<file path="config.mk">
export PLATFORM = sky130hd
export DESIGN_NAME = square_tone_generator_flat
export DESIGN_NICKNAME = d
export VERILOG_FILES = /design/src/design/stg_pkg.sv /design/src/design/stg_ifs.sv /design/src/design/stg_div.sv /design/src/design/stg_voice.sv /design/src/design/square_tone_generator.sv /design/src/flat_wrapper.sv
export SDC_FILE = /design/constraint.sdc
export NUM_CORES = 1
export LEC_CHECK = 0
export BUFFER_PORTS_ARGS = -buffer_cell sky130_fd_sc_hd__buf_2
export CAP_MARGIN = 20
export CORE_MARGIN = 1
export CORE_UTILIZATION = 36
export DETAILED_ROUTE_END_ITERATION = 6
export PLACE_DENSITY = 0.53
export SLEW_MARGIN = 0
export SYNTH_ARGS = -nofsm -noshare
export SYNTH_HDL_FRONTEND = slang
export SYNTH_SLANG_ARGS = --single-unit
</file>
<file path="constraint.sdc">
create_clock -name clk -period 17.6 [get_ports clk]
set_input_delay 3.52 -clock clk [delete_from_list [all_inputs] [get_ports clk]]
set_output_delay 3.52 -clock clk [all_outputs]
set_load 0.02 [all_outputs]
</file>
<file path="src/design/stg_pkg.sv">
// Shared constants and types for the square tone generator.
package stg_pkg;

  // Codes carried in the action field of a command word.
  localparam logic ACT_START = 1'b0;
  localparam logic ACT_TICK  = 1'b1;

  // Fixed arithmetic constants.
  localparam logic [14:0] TONE_RATE  = 15'd22050;
  localparam logic [15:0] MS_PER_SEC = 16'd1000;
  localparam logic [8:0]  AMP_STEP   = 9'd300;
  localparam logic [6:0]  VOL_MAX    = 7'd100;
  localparam logic [14:0] MIN_PERIOD = 15'd2;

  // Divider geometry: the widest dividend is 22050 * 65535, which needs 31 bits.
  localparam int unsigned QUO_W = 31;
  localparam int unsigned CNT_W = $clog2(QUO_W);

  typedef struct packed {
    logic             start;
    logic [QUO_W-1:0] dividend;
    logic [15:0]      divisor;
  } stg_div_req_t;

  typedef struct packed {
    logic             done;
    logic [QUO_W-1:0] quotient;
  } stg_div_rsp_t;

  typedef struct packed {
    logic        valid;
    logic [14:0] period;
    logic [20:0] samples;
    logic [14:0] amp;
  } stg_load_t;

  typedef struct packed {
    logic signed [15:0] value;
    logic               valid;
    logic               last;
  } stg_sample_t;

endpackage

</file>
<file path="src/design/stg_ifs.sv">
// Valid/ready channel interfaces for command words and sample words.
interface stg_cmd_if;
  logic        valid;
  logic        ready;
  logic        action;
  logic [15:0] tone_freq;
  logic [15:0] tone_length_ms;
  logic [7:0]  loudness;

  modport source (output valid, action, tone_freq, tone_length_ms, loudness, input ready);
  modport sink   (input valid, action, tone_freq, tone_length_ms, loudness, output ready);
endinterface

interface stg_smp_if;
  logic               valid;
  logic               ready;
  logic signed [15:0] left_sample;
  logic signed [15:0] right_sample;
  logic               sample_valid;
  logic               last_sample;

  modport source (output valid, left_sample, right_sample, sample_valid, last_sample,
                  input ready);
  modport sink   (input valid, left_sample, right_sample, sample_valid, last_sample,
                  output ready);
endinterface

</file>
<file path="src/design/stg_div.sv">
// Shared restoring divider, one quotient bit per cycle.
module stg_div (
  input  logic                 clk,
  input  logic                 rst,
  input  stg_pkg::stg_div_req_t req,
  output stg_pkg::stg_div_rsp_t rsp
);

  logic                          busy;
  logic                          done;
  logic [stg_pkg::CNT_W-1:0]     cnt;
  logic [15:0]                   rem;
  logic [stg_pkg::QUO_W-1:0]     quo;
  logic [15:0]                   dvs;
  logic [16:0]                   shifted;
  logic [17:0]                   diff;

  assign shifted = {rem, quo[stg_pkg::QUO_W-1]};
  assign diff    = {1'b0, shifted} - {2'b00, dvs};

  always_ff @(posedge clk) begin
    if (rst) begin
      busy <= 1'b0;
      done <= 1'b0;
    end else begin
      done <= 1'b0;
      if (req.start) begin
        busy <= 1'b1;
        cnt  <= stg_pkg::CNT_W'(stg_pkg::QUO_W - 1);
        rem  <= '0;
        quo  <= req.dividend;
        dvs  <= req.divisor;
      end else if (busy) begin
        if (!diff[17]) begin
          rem <= diff[15:0];
          quo <= {quo[stg_pkg::QUO_W-2:0], 1'b1};
        end else begin
          rem <= shifted[15:0];
          quo <= {quo[stg_pkg::QUO_W-2:0], 1'b0};
        end
        if (cnt == '0) begin
          busy <= 1'b0;
          done <= 1'b1;
        end else begin
          cnt <= cnt - 1'b1;
        end
      end
    end
  end

  assign rsp.done     = done;
  assign rsp.quotient = quo;

endmodule

</file>
<file path="src/design/stg_voice.sv">
// Tone state: sample counter, phase counter and square-wave sample.
module stg_voice (
  input  logic                clk,
  input  logic                rst,
  input  stg_pkg::stg_load_t  load,
  input  logic                tick,
  output stg_pkg::stg_sample_t smp
);

  logic [20:0] samples_left;
  logic [14:0] period_len;
  logic [14:0] phase_count;
  logic [14:0] amp_level;
  logic        tone_active;

  logic        play;
  logic        high_half;
  logic [15:0] amp_pos;
  logic [15:0] amp_neg;
  logic [15:0] phase_inc;

  assign play      = tone_active && (samples_left != '0);
  assign high_half = phase_count < (period_len >> 1);
  assign amp_pos   = {1'b0, amp_level};
  assign amp_neg   = ~amp_pos + 16'd1;
  assign phase_inc = {1'b0, phase_count} + 16'd1;

  assign smp.valid = play;
  assign smp.last  = play && (samples_left == 21'd1);
  assign smp.value = play ? $signed(high_half ? amp_pos : amp_neg) : 16'sd0;

  always_ff @(posedge clk) begin
    if (rst) begin
      samples_left <= '0;
      period_len   <= stg_pkg::MIN_PERIOD;
      phase_count  <= '0;
      amp_level    <= '0;
      tone_active  <= 1'b0;
    end else if (load.valid) begin
      samples_left <= load.samples;
      period_len   <= load.period;
      phase_count  <= '0;
      amp_level    <= load.amp;
      tone_active  <= load.samples != '0;
    end else if (tick && play) begin
      phase_count  <= (phase_inc >= {1'b0, period_len}) ? 15'd0 : phase_inc[14:0];
      samples_left <= samples_left - 21'd1;
      if (samples_left == 21'd1) begin
        tone_active <= 1'b0;
      end
    end
  end

endmodule

</file>
<file path="src/design/square_tone_generator.sv">
// Top level of the square tone generator: command intake, start sequencer, sample output.
//
// Square-wave tone generator for a 22050 Hz audio stream. A command word with action START
// loads a tone from tone_freq (Hz), tone_length_ms and loudness (saturated at 100); a zero
// frequency or zero length leaves the current tone alone, and a valid start replaces any
// tone still playing. Every command word gives exactly one sample word. A START returns an
// all-zero sample word; a TICK returns the next stereo sample (+/- loudness*300, first half
// of the period positive) with last_sample set on the final one, or zeros when idle.
// Timing: after a TICK is taken, a new word can follow on the next cycle as long as the
// output register is free or being drained. A START that loads a tone keeps cmd.ready
// low until the tone is loaded: a single restoring divider, one quotient bit per cycle over
// 31 bits, is run twice (22050/freq for the period, then 22050*ms/1000 for the sample count),
// with the sequencer states and one registered multiply between the two passes.
module square_tone_generator (
  input  logic          clk,
  input  logic          rst,
  stg_cmd_if.sink       cmd,
  stg_smp_if.source     smp
);

  typedef enum logic [2:0] {
    S_IDLE,
    S_PER_GO,
    S_PER_WAIT,
    S_MUL,
    S_LEN_GO,
    S_LEN_WAIT
  } state_t;

  state_t state;

  // Output register; it parts the command side from the sample side.
  logic                 out_valid;
  stg_pkg::stg_sample_t out_data;

  // Working registers of the start sequence (payload, no reset).
  logic [15:0] freq_q;
  logic [15:0] len_q;
  logic [14:0] amp_q;
  logic [14:0] period_q;
  logic [30:0] prod_q;

  logic                  accept;
  logic                  start_ok;
  logic [6:0]            vol_sat;
  logic [15:0]           amp_full;
  logic [14:0]           per_raw;
  stg_pkg::stg_div_req_t div_req;
  stg_pkg::stg_div_rsp_t div_rsp;
  stg_pkg::stg_load_t    load;
  stg_pkg::stg_sample_t  voice_smp;

  // Room in the output register: empty, or the held word leaves this cycle.
  assign cmd.ready = (state == S_IDLE) && (!out_valid || smp.ready);
  assign accept    = cmd.valid && cmd.ready;
  assign start_ok  = (cmd.tone_freq != '0) && (cmd.tone_length_ms != '0);

  assign vol_sat  = (cmd.loudness > {1'b0, stg_pkg::VOL_MAX}) ? stg_pkg::VOL_MAX
                                                              : cmd.loudness[6:0];
  assign amp_full = vol_sat * stg_pkg::AMP_STEP;

  // Period floor of two samples covers frequencies above half the sample rate.
  assign per_raw = div_rsp.quotient[14:0];

  // The divider is handed the period division first, the sample-count division second.
  always_comb begin
    div_req.start    = (state == S_PER_GO) || (state == S_LEN_GO);
    div_req.dividend = (state == S_PER_GO) ? 31'({16'd0, stg_pkg::TONE_RATE}) : prod_q;
    div_req.divisor  = (state == S_PER_GO) ? freq_q : stg_pkg::MS_PER_SEC;
  end

  assign load.valid   = (state == S_LEN_WAIT) && div_rsp.done;
  assign load.period  = period_q;
  assign load.samples = div_rsp.quotient[20:0];
  assign load.amp     = amp_q;

  stg_div u_div (
    .clk (clk),
    .rst (rst),
    .req (div_req),
    .rsp (div_rsp)
  );

  stg_voice u_voice (
    .clk  (clk),
    .rst  (rst),
    .load (load),
    .tick (accept && (cmd.action == stg_pkg::ACT_TICK)),
    .smp  (voice_smp)
  );

  always_ff @(posedge clk) begin
    if (rst) begin
      state     <= S_IDLE;
      out_valid <= 1'b0;
    end else begin
      if (smp.ready) begin
        out_valid <= 1'b0;
      end
      if (accept) begin
        out_valid <= 1'b1;
        out_data  <= (cmd.action == stg_pkg::ACT_TICK) ? voice_smp : '0;
      end

      unique case (state)
        S_IDLE: begin
          if (accept && (cmd.action == stg_pkg::ACT_START) && start_ok) begin
            freq_q <= cmd.tone_freq;
            len_q  <= cmd.tone_length_ms;
            amp_q  <= amp_full[14:0];
            state  <= S_PER_GO;
          end
        end
        S_PER_GO: begin
          state <= S_PER_WAIT;
        end
        S_PER_WAIT: begin
          if (div_rsp.done) begin
            period_q <= (per_raw < stg_pkg::MIN_PERIOD) ? stg_pkg::MIN_PERIOD : per_raw;
            state    <= S_MUL;
          end
        end
        S_MUL: begin
          // 22050 * ms fits in 31 bits
          prod_q <= stg_pkg::TONE_RATE * len_q;
          state  <= S_LEN_GO;
        end
        S_LEN_GO: begin
          state <= S_LEN_WAIT;
        end
        S_LEN_WAIT: begin
          if (div_rsp.done) begin
            state <= S_IDLE;
          end
        end
        default: begin
          state <= S_IDLE;
        end
      endcase
    end
  end

  assign smp.valid        = out_valid;
  assign smp.left_sample  = out_data.value;
  assign smp.right_sample = out_data.value;
  assign smp.sample_valid = out_data.valid;
  assign smp.last_sample  = out_data.last;

endmodule

</file>
<file path="src/flat_wrapper.sv">
// flat-port wrapper written by rule: the top's interface ports become plain ports
module square_tone_generator_flat 
  (clk, rst, cmd_valid, cmd_action, cmd_tone_freq, cmd_tone_length_ms, cmd_loudness, cmd_ready, smp_valid, smp_left_sample, smp_right_sample, smp_sample_valid, smp_last_sample, smp_ready);
  stg_cmd_if cmd_i ();
  stg_smp_if smp_i ();
  input  logic clk;
  input  logic rst;
  input wire logic [$bits(cmd_i.valid)-1:0] cmd_valid;
  input wire logic [$bits(cmd_i.action)-1:0] cmd_action;
  input wire logic [$bits(cmd_i.tone_freq)-1:0] cmd_tone_freq;
  input wire logic [$bits(cmd_i.tone_length_ms)-1:0] cmd_tone_length_ms;
  input wire logic [$bits(cmd_i.loudness)-1:0] cmd_loudness;
  output wire logic [$bits(cmd_i.ready)-1:0] cmd_ready;
  output wire logic [$bits(smp_i.valid)-1:0] smp_valid;
  output wire logic [$bits(smp_i.left_sample)-1:0] smp_left_sample;
  output wire logic [$bits(smp_i.right_sample)-1:0] smp_right_sample;
  output wire logic [$bits(smp_i.sample_valid)-1:0] smp_sample_valid;
  output wire logic [$bits(smp_i.last_sample)-1:0] smp_last_sample;
  input wire logic [$bits(smp_i.ready)-1:0] smp_ready;
  assign cmd_i.valid = cmd_valid;
  assign cmd_i.action = cmd_action;
  assign cmd_i.tone_freq = cmd_tone_freq;
  assign cmd_i.tone_length_ms = cmd_tone_length_ms;
  assign cmd_i.loudness = cmd_loudness;
  assign cmd_ready = cmd_i.ready;
  assign smp_valid = smp_i.valid;
  assign smp_left_sample = smp_i.left_sample;
  assign smp_right_sample = smp_i.right_sample;
  assign smp_sample_valid = smp_i.sample_valid;
  assign smp_last_sample = smp_i.last_sample;
  assign smp_i.ready = smp_ready;
  square_tone_generator u_core (.clk(clk), .rst(rst), .cmd(cmd_i), .smp(smp_i));
endmodule
</file>
==> impl_metrics.py <==
metrics = {
    "die": {
        "die_x_um": 212,
        "ios": 81,
        "start_util_pct": 36.7,
        "die_h_um": 212,
        "coreArea_um2": 43400,
        "rows": 76,
        "die_area_um2": 45000,
    },
    "placement": {
        "place_ws_ps": 9890,
        "dp_hpwl_um": 25700,
        "gp_congestion": 0.847,
        "io_buffers": 76,
    },
    "logic_synthesis": {
        "avgSynthCellArea_um2": 10.3,
        "synth_area_um2": 15900,
        "synth_area_leader_cell": "edfxtp_1",
        "synth_top_family_by_area": "adder cells",
        "synthMuxAreaShare_pct": 0.0629,
        "synthTopCellsByArea": "edfxtp_1 (33%), ha_1 (15%), dfxtp_1 (8.9%)",
        "yosysUniqueCellTypes": 73,
        "synthArstFlopShare_pct": 0,
        "synth_cells": 1549,
        "synth-seq-cells": 245,
        "synth_top_area_share_pct": 32.8,
        "yosysWarnings": 0,
        "yosysSeqAreaShare_pct": 41.8,
        "synth_edf_count": 174,
        "synth_adder_area_share_pct": 21.2,
        "synth-xor-area-share_pct": 2.75,
        "synth_compound_area_share_pct": 14.6,
        "synth_flop_cell": "edfxtp_1",
        "synth_simple_gate_area_share_pct": 13.6,
    },
    "drt": {
        "drtPass1Iterations": 5,
        "wirelength_um": 34000,
        "viasPerCell": 5.15,
        "detail-route-antenna-nets": 0,
        "wl_per_cell_um": 15.4,
        "drc": 0,
        "drt-initial-drc-count": 649,
        "vias": 11400,
    },
    "timing": {
        "finalSetupTns_ps": 0,
        "tightestPinTransition_ps": 1030,
        "finalWorstSetupSlack_ps": 9900,
        "fin_crit_ps": 7700,
        "finalHoldViolCount": 0,
        "setup_viol": 0,
        "timing.hold.ws_ps": 453,
        "slew_headroom_pct": 30.9,
        "fin_crit_sh_pct": 43.8,
        "finClkSkew_ps": 30.5,
        "finalMaxSlewViolations": 0,
        "fmax_mhz": 130,
        "rsz0062_at_grt": "no",
    },
    "clock_network": {
        "cts_max_level": 1,
        "cts_buffer_depth": 3,
        "cts-root-buf": "clkbuf_16",
        "ctsResizeCount": 0,
        "cts_buffers": 28,
        "numClockSinks": 245,
        "cts_tree": "built",
        "postCtsSetupRepairBufs": 0,
        "clk_pin_slew_ps": 60,
        "cts_hold_buffers": 0,
        "clock_latency_ps": 560,
    },
    "worst_setup_path": {
        "r2r-end": "u_core.prod_q[27]$_DFFE_PP_",
        "cp-end-kind": "output pin",
        "crit_start": "smp_ready",
        "reg2reg_slack_ps": 12200,
        "critPathRequiredTime_ps": 14080,
        "path_class": "in -> out",
        "cp.arrival_ps": 4180,
        "ff2ff_path_depth": 17,
        "endpoint": "cmd_ready",
        "reg2reg_from": "u_core.len_q[8]$_DFFE_PP_",
        "worstPathMaxFanout": 3,
        "startpoint_type": "input port",
    },
    "finish": {
        "nNetsFinal": 1883,
        "multiInputGateArea_um2": 8370,
        "regArea_um2": 6650,
        "syn_to_final_growth_pct": 12.3,
        "num-fill-cells": 4249,
        "utilization_pct": 41.2,
        "drive_gt1_share_pct": 10.8,
    },
    "global_route": {
        "grt_use_total_pct": 15.4,
        "grt_max_degree": 52,
        "grt_pass1_vias": 11100,
        "grt_pass1_wl_um": 56500,
        "grt_overflow_total": 0,
        "antenna_found_initial": 0,
    },
    "hold_path": {
        "min_path_type": "reg -> reg",
    },
    "pwr": {
        "power.leakage_nw": 7.47,
        "ir_drop_uv": 111,
        "p_per_area_nw_per_um2": 103,
    },
    "run": {
        "drv_cap": 0,
    },
    "run_status": {
        "status": "finished, final reports clean",
    },
}
registers in the layout, indices dropped and copies added (netlist names), 3 cells and up:
register,flops
u_core.u_voice.samples_left,21
u_core.u_voice.phase_count,15
u_core.u_div.quo,31
u_core.u_voice.period_len,15
u_core.u_div.cnt,5
u_core.u_voice.amp_level,13
u_core.period_q,15
u_core.prod_q,30
u_core.u_div.rem,16
u_core.state,3
u_core.amp_q,13
u_core.u_div.dvs,16
u_core.freq_q,16
u_core.len_q,16
u_core.smp.left_sample,14
metal layers:
layer | vias to the layer above | global-route usage [%] | share of wire (%)
met3 | 51 | 1.74 | 2.9
met5 | - | 0 | 0
met2 | 162 | 25.5 | 46
li1 | 5737 | - | -
met1 | 5405 | 21.1 | 48
met4 | 0 | 4.59 | 2.4
through the flow:
| step | power, W | cells | instance area (um2) |
|---|---|---|---|
| 6_report | 0.00184 | 2204 | 17900 |
| 4_1_cts | 0.00187 | 2202 | 17900 |
| 3_5_place_dp | 0.00120 | 2150 | 16800 |
| 3_3_place_gp | 0.00120 | 2150 | 16800 |
| 2_1_floorplan | 0.00109 | 1552 | 15900 |
| 5_1_grt | 0.00196 | 2203 | 17900 |
cells in the final DEF (no fill, tap or decap), drive strengths merged, types with 33 or more instances in the layout:
cell and n:
ha 195, edfxtp 174, inv 157, nand2 148, a21oi 100, buf 89, nor2 73, dfxtp 71
o21ai 51, fa 47, xnor2 40, clkbuf 39, nand3 36, a22o 33
how the worst min path moves through the flow:
stage	from	endpoint	slack [ps]	cells past startpoint
2_1_floorplan	u_core.period_q[1]$_SDFFCE_PN1P_	u_core.u_voice.period_len[1]$_SDFFE_PP1P_	430	2
3_3_place_gp	u_core.u_voice.period_len[2]$_SDFFE_PP0P_	u_core.u_voice.period_len[2]$_SDFFE_PP0P_	450	2
3_5_place_dp	u_core.u_voice.period_len[2]$_SDFFE_PP0P_	u_core.u_voice.period_len[2]$_SDFFE_PP0P_	450	2
4_1_cts	u_core.u_voice.period_len[2]$_SDFFE_PP0P_	u_core.u_voice.period_len[2]$_SDFFE_PP0P_	460	2
5_1_grt	u_core.u_voice.period_len[5]$_SDFFE_PP0P_	u_core.u_voice.period_len[5]$_SDFFE_PP0P_	470	2
6_report	u_core.u_voice.period_len[2]$_SDFFE_PP0P_	u_core.u_voice.period_len[2]$_SDFFE_PP0P_	450	2
power breakdown:
part | leakage [nW] | internal [W] | total (W) | switching [W]
logic | 4.81 | 0.000214 | 0.000517 | 0.000303
registers | 2.15 | 0.000665 | 0.000678 | 0.0000134
clock network | 0.505 | 0.000413 | 0.000649 | 0.000236
critical path, cell delays in order:
cell and delay (ps):
buf_2 130, nand2b_1 140, and2_1 170, buf_2 220
area by class of cell:
| type | instances | share of cell area (%) |
|---|---|---|
| repair buffers | 90 | 2.70 |
| well taps | 585 | 4.10 |
| flip-flops and latches | 245 | 37.2 |
| clock inverters | 14 | 1.51 |
| diodes | 1 | 0.0140 |
| inverters | 157 | 3.30 |
| clock buffers | 38 | 4.35 |
| multi-input cells | 1074 | 46.8 |
cells in the mapped netlist (11+ instances only):
cell type	n
or4_1	13
nand3_1	36
nor2_1	72
o21a_1	13
nand4_1	17
and3_1	20
o211ai_1	15
a22o_1	33
nor3_1	27
edfxtp_1	174
a31oi_1	15
buf_4	18
o31ai_1	14
inv_1	157
xnor2_1	40
fa_1	47
a21o_1	21
or3_1	12
a21oi_1	100
nand2_1	148
clkbuf_1	51
nor4_1	20
dfxtp_1	71
a211oi_1	20
nand2b_1	11
ha_1	195
o21ai_0	51
kinds of logic after synthesis:
| family | Yosys count |
|---|---|
| DFF | 245 |
| adders and majority gates | 242 |
| muxes | 1 |
| and+or+nand+nor | 431 |
| xor gates and xnor gates | 50 |
| buffers and inverters | 233 |
| other | 1 |
| AOI/OAI and AO/OA | 346 |
Note: power is estimated with default switching activity, not from simulation.
